### src/sv/eller_maze_row_generator_top_macros.svh
// assertion macros used by the top-level file
`ifndef ELLER_MAZE_ROW_GENERATOR_TOP_MACROS_SVH
`define ELLER_MAZE_ROW_GENERATOR_TOP_MACROS_SVH

`ifndef SYNTHESIS
// property must hold at every rising clock edge out of reset
`define EMR_ASSERT(label, clk, rstn, prop) \
    label: assert property (@(posedge clk) disable iff (!rstn) (prop)) \
        else $error("emr assertion failed");
// consequent must hold in the cycle after the antecedent
`define EMR_ASSERT_NEXT(label, clk, rstn, ante, cons) \
    label: assert property (@(posedge clk) disable iff (!rstn) (ante) |=> (cons)) \
        else $error("emr assertion failed");
`else
`define EMR_ASSERT(label, clk, rstn, prop)
`define EMR_ASSERT_NEXT(label, clk, rstn, ante, cons)
`endif

`endif

### src/sv/emr_pkg.sv
package emr_pkg;

    localparam int COLS      = 32;
    localparam int MAX_ROWS  = 1024;
    localparam int ROW_LIMIT = (MAX_ROWS < 1024) ? MAX_ROWS : 1024;

    localparam int LBL_W     = $clog2(COLS);
    localparam int COL_W     = $clog2(COLS);
    localparam int CCFG_W    = 6;
    localparam int RCFG_W    = 11;
    localparam int ROW_W     = 10;
    localparam int CFG_IDX_W = 1;
    localparam int CFG_DAT_W = 11;

    localparam logic [CCFG_W-1:0] COLS_RESET = 6'd32;
    localparam logic [RCFG_W-1:0] ROWS_RESET = 11'd32;

    typedef enum logic [CFG_IDX_W-1:0] {
        REG_COLS = 1'b0,
        REG_ROWS = 1'b1
    } emr_reg_t;

    typedef struct packed {
        logic [30:0] join_coins;
        logic [31:0] drop_coins;
    } emr_in_t;

    typedef struct packed {
        logic [9:0]  row_number;
        logic [30:0] vertical_walls;
        logic [31:0] floor_walls;
        logic        maze_done;
    } emr_out_t;

    typedef struct packed {
        logic load;
        logic join_step;
        logic open_step;
        logic relabel_step;
        logic emit;
        logic col_clr;
    } emr_cmd_t;

    typedef struct packed {
        logic last_row;
        logic one_col;
        logic last_join;
        logic last_col;
        logic out_busy;
    } emr_status_t;

endpackage

### src/sv/emr_ctrl.sv
module emr_ctrl (
    input  logic                 aclk,
    input  logic                 aresetn,
    input  logic                 s_valid,
    output logic                 s_ready,
    input  emr_pkg::emr_status_t status,
    output emr_pkg::emr_cmd_t    cmd
);
    import emr_pkg::*;

    typedef enum logic [2:0] {
        ST_IDLE,
        ST_JOIN,
        ST_OPEN,
        ST_RELABEL,
        ST_EMIT
    } state_t;

    state_t state_reg, state_next;

    always_comb begin
        cmd        = '0;
        state_next = state_reg;
        case (state_reg)
            ST_IDLE: begin
                if (s_valid) begin
                    cmd.load    = 1'b1;
                    cmd.col_clr = 1'b1;
                    if (!status.one_col) begin
                        state_next = ST_JOIN;
                    end else if (status.last_row) begin
                        state_next = ST_EMIT;
                    end else begin
                        state_next = ST_OPEN;
                    end
                end
            end
            ST_JOIN: begin
                cmd.join_step = 1'b1;
                if (status.last_join) begin
                    cmd.col_clr = 1'b1;
                    state_next  = status.last_row ? ST_EMIT : ST_OPEN;
                end
            end
            ST_OPEN: begin
                cmd.open_step = 1'b1;
                if (status.last_col) begin
                    cmd.col_clr = 1'b1;
                    state_next  = ST_RELABEL;
                end
            end
            ST_RELABEL: begin
                cmd.relabel_step = 1'b1;
                if (status.last_col) begin
                    cmd.col_clr = 1'b1;
                    state_next  = ST_EMIT;
                end
            end
            ST_EMIT: begin
                if (!status.out_busy) begin
                    cmd.emit   = 1'b1;
                    state_next = ST_IDLE;
                end
            end
            default: begin
                state_next = ST_IDLE;
            end
        endcase
    end

    assign s_ready = (state_reg == ST_IDLE);

    always_ff @(posedge aclk) begin
        if (!aresetn) begin
            state_reg <= ST_IDLE;
        end else begin
            state_reg <= state_next;
        end
    end

endmodule

### config.mk
export PLATFORM = sky130hd
export DESIGN_NAME = emr_ctrl
export DESIGN_NICKNAME = d
export VERILOG_FILES = /design/src/sv/eller_maze_row_generator_top_macros.svh /design/src/sv/emr_pkg.sv /design/src/sv/emr_ctrl.sv
export SDC_FILE = /design/constraint.sdc
export NUM_CORES = 1
export LEC_CHECK = 0
export BUFFER_PORTS_ARGS = -buffer_cell sky130_fd_sc_hd__clkbuf_2
export CAP_MARGIN = 10
export CORE_AREA = 2 2 39 41
export CTS_BUF_LIST = sky130_fd_sc_hd__clkbuf_16
export CTS_CLUSTER_SIZE = 8
export DETAILED_ROUTE_END_ITERATION = 8
export DIE_AREA = 0 0 41 43
export PLACE_DENSITY = 0.48
export SLEW_MARGIN = 20
export SYNTH_ARGS = -nofsm -noshare
export SYNTH_HDL_FRONTEND = slang
export SYNTH_SLANG_ARGS = --single-unit
### constraint.sdc
create_clock -name aclk -period 1.88 [get_ports aclk]
set_input_delay 0.376 -clock aclk [delete_from_list [all_inputs] [get_ports aclk]]
set_output_delay 0.376 -clock aclk [all_outputs]
set_load 0.01 [all_outputs]
==> out/qor.yml <==
outcome: "finished clean"
n_antenna_cell: 0
remaining_drc_errors: 0
grt.total_usage: 0.0894
synthTopCellsByArea: "sky130_fd_sc_hd__dfxtp_1, sky130_fd_sc_hd__nand2_1, sky130_fd_sc_hd__a21oi_1"
grt_busiest_layer: "met1"
fin_worst_skew_ps: 0.902
antenna_left: 0
max_clock_freq_ghz: 0.601
finalSetupTns_ps: 0
min_period_ps: 1660
pin_count: 15
post_drt_via_cell_ratio: 4.33
synth.cell_area_um2: 259
cts-buffers-inserted: 3
post-route-util: 0.303
vias_in_the_first_global_route: 246
min_path_type: "in2reg"
post_route_cells_drive_above_1_share: 0.400
cts_hold_buf: 0
async_flop_share: 0
worst_slew_margin: 0.741
pwr-share-seq: 0.163
number_of_nets_in_the_final_layout: 59
total_global_routing_overflow: 0
cts.sink_count: 3
synthesis.nets: 42
cap_viol_max_count: 0
grt_max_degree: 13
critPathKind: "reg2out"
cts_resized: 0
synth_top_flop_cell: "sky130_fd_sc_hd__dfxtp_1"
die_area_um2: 1760
grt_use_met1: 0.119
sw_frac_of_total: 0.226
place_hpwl_um: 481
hold_viol: 0
synth_warnings: 0
master_cell_of_the_clock_root_buffer: "sky130_fd_sc_hd__clkbuf_16"
largest_register_ffs: 3
timing_worst_slew_pin_value_ps: 389
p_int_w: 0.000387
globalRouteMet3Util: 0.0314
synth_seq_cells: 3
die_width_um: 41
totalWireLength_um: 612
max-clock-path-buffers: 2
worst_skew_pair.late_latency_ps: 220
static-leakage-power_nw: 0.193
count_of_flip_flops_with_a_built_in_enable_after_synthesis: 0
synth_top_cell_area_share: 0.232
tritoncts: "yes"
synthesis.area_per_instance_um2: 7.62
fin_worst_hold_slack_ps: 436
grt_setup_unrepaired: "no"
avgRoutedWirePerCell_um: 9.27
io_buf_count: 14
comb_power_share: 0.177
final-instance-count-excl-fill: 66
power.net_switching_w: 0.000113
ctsHtreeMaxLevel: 1
layout_worst_path_cycle_share: 0.885
setup-violations-final: 0
fp-row-count: 14
clockPowerShare: 0.660
place_congestion: 0.613
setup_crit_start_kind: "flip-flop"
ys_seq_area_frac: 0.232
synthCells: 34
area_growth_pct: 61.8
core_area_um2: 1380
synth.cells.most_frequent: "sky130_fd_sc_hd__nand2_1, sky130_fd_sc_hd__a21oi_1, sky130_fd_sc_hd__dfxtp_1, sky130_fd_sc_hd__nor2_1"
vdd_ir_drop_max_uv: 439
cts_post_setup_buffers_inserted: 0
synth_top_cell_by_area: "sky130_fd_sc_hd__dfxtp_1"
most_repeated_cell_in_the_gate_level_netlist_after_synthesis: "sky130_fd_sc_hd__nand2_1"
global_route.usage.met2: 0.106
critical_path.endpoint_type: "primary output"
placed_cells_incl_taps: 62
drtIter0Drc: 3
grt_antenna_before_repair: 0
slew_viol_final: 0
nFillCells: 157
first_pass_iters: 3
powerDensity_nw_per_um2: 1190
critPathMaxFanout: 12
synth.distinct_cells: 22
worst_ep_arrival_time_ps: 1290
cp_data_required_time_ps: 1500
clk_pin_slew_worst_paths_ps: 30
first_pass_grt_wire_length_mm: 1.01
route.vias.total: 286
initial_utilization: 0.187
die_height_um: 43
area by class of cell:
type,count,area [um2],area share
clock buffer,3,75.1,0.179
clock inverter,1,3.75,0.00896
multi-input combinational,28,183,0.436
sequential,3,60.1,0.143
tap,16,20.0,0.0478
timing repair buffer,15,77.6,0.185
final timing paths:
path | depth (start not counted) | slack (ps) | startpoint | to
setup reg to reg | 4 | 760 | state_reg[0]$_SDFFE_PN0P_ | state_reg[1]$_SDFFE_PN0P_
hold / removal | 3 | 440 | aresetn | state_reg[0]$_SDFFE_PN0P_
hold reg to reg | 2 | 610 | state_reg[2]$_SDFFE_PN0P_ | state_reg[2]$_SDFFE_PN0P_
setup / recovery | 3 | 220 | state_reg[1]$_SDFFE_PN0P_ | cmd[0]
power by group through the flow:
stage	Sequential, W	Combinational, W	Clock (W)
2_1_floorplan	0.0000747	0.0000647	0
6_report	0.0000814	0.0000888	0.000330
4_1_cts	0.0000815	0.0000902	0.000337
3_3_place_gp	0.0000824	0.0000897	0
3_5_place_dp	0.0000824	0.0000898	0
5_1_grt	0.0000830	0.0000992	0.000346
cells in the final DEF (no fill, tap or decap), types with 2 or more instances in the layout:
cell,count
sky130_fd_sc_hd__nand2_1,5
sky130_fd_sc_hd__a21oi_1,3
sky130_fd_sc_hd__nor2b_1,2
sky130_fd_sc_hd__clkbuf_2,14
sky130_fd_sc_hd__dfxtp_1,3
sky130_fd_sc_hd__clkbuf_16,3
sky130_fd_sc_hd__nor3b_1,2
sky130_fd_sc_hd__nor2_1,3
cell families (layout without fill, tap and decap cells):
group,after synthesis,in the layout,synth area share
simple gates,18,18,0.396
compound gates,7,7,0.193
flops,3,3,0.232
buf+inv,3,19,0.0628
mux,2,2,0.0821
xor+xnor,1,1,0.0338
routing by layer:
metal	part of all wire	vias to the layer above
met2	0.47	8
met3	0.074	0
met1	0.45	127
met5	0	-
met4	0	0
li1	-	151
stage by stage:
| stage | cell area, um2 | total power [W] | setup slack [ps] |
|---|---|---|---|
| floorplan | 259 | 0.000139 | 566 |
| global placement | 340 | 0.000172 | 330 |
| detailed placement | 340 | 0.000172 | 329 |
| CTS | 419 | 0.000509 | 209 |
| global route | 419 | 0.000528 | 152 |
| finish | 419 | 0.000501 | 215 |
critical path: stages, from the launching register on:
cell and delay (ps):
sky130_fd_sc_hd__dfxtp_1 540, sky130_fd_sc_hd__mux2i_1 310, sky130_fd_sc_hd__nor2_1 80, sky130_fd_sc_hd__clkbuf_2 130
Note: power is estimated with default switching activity, not from simulation.
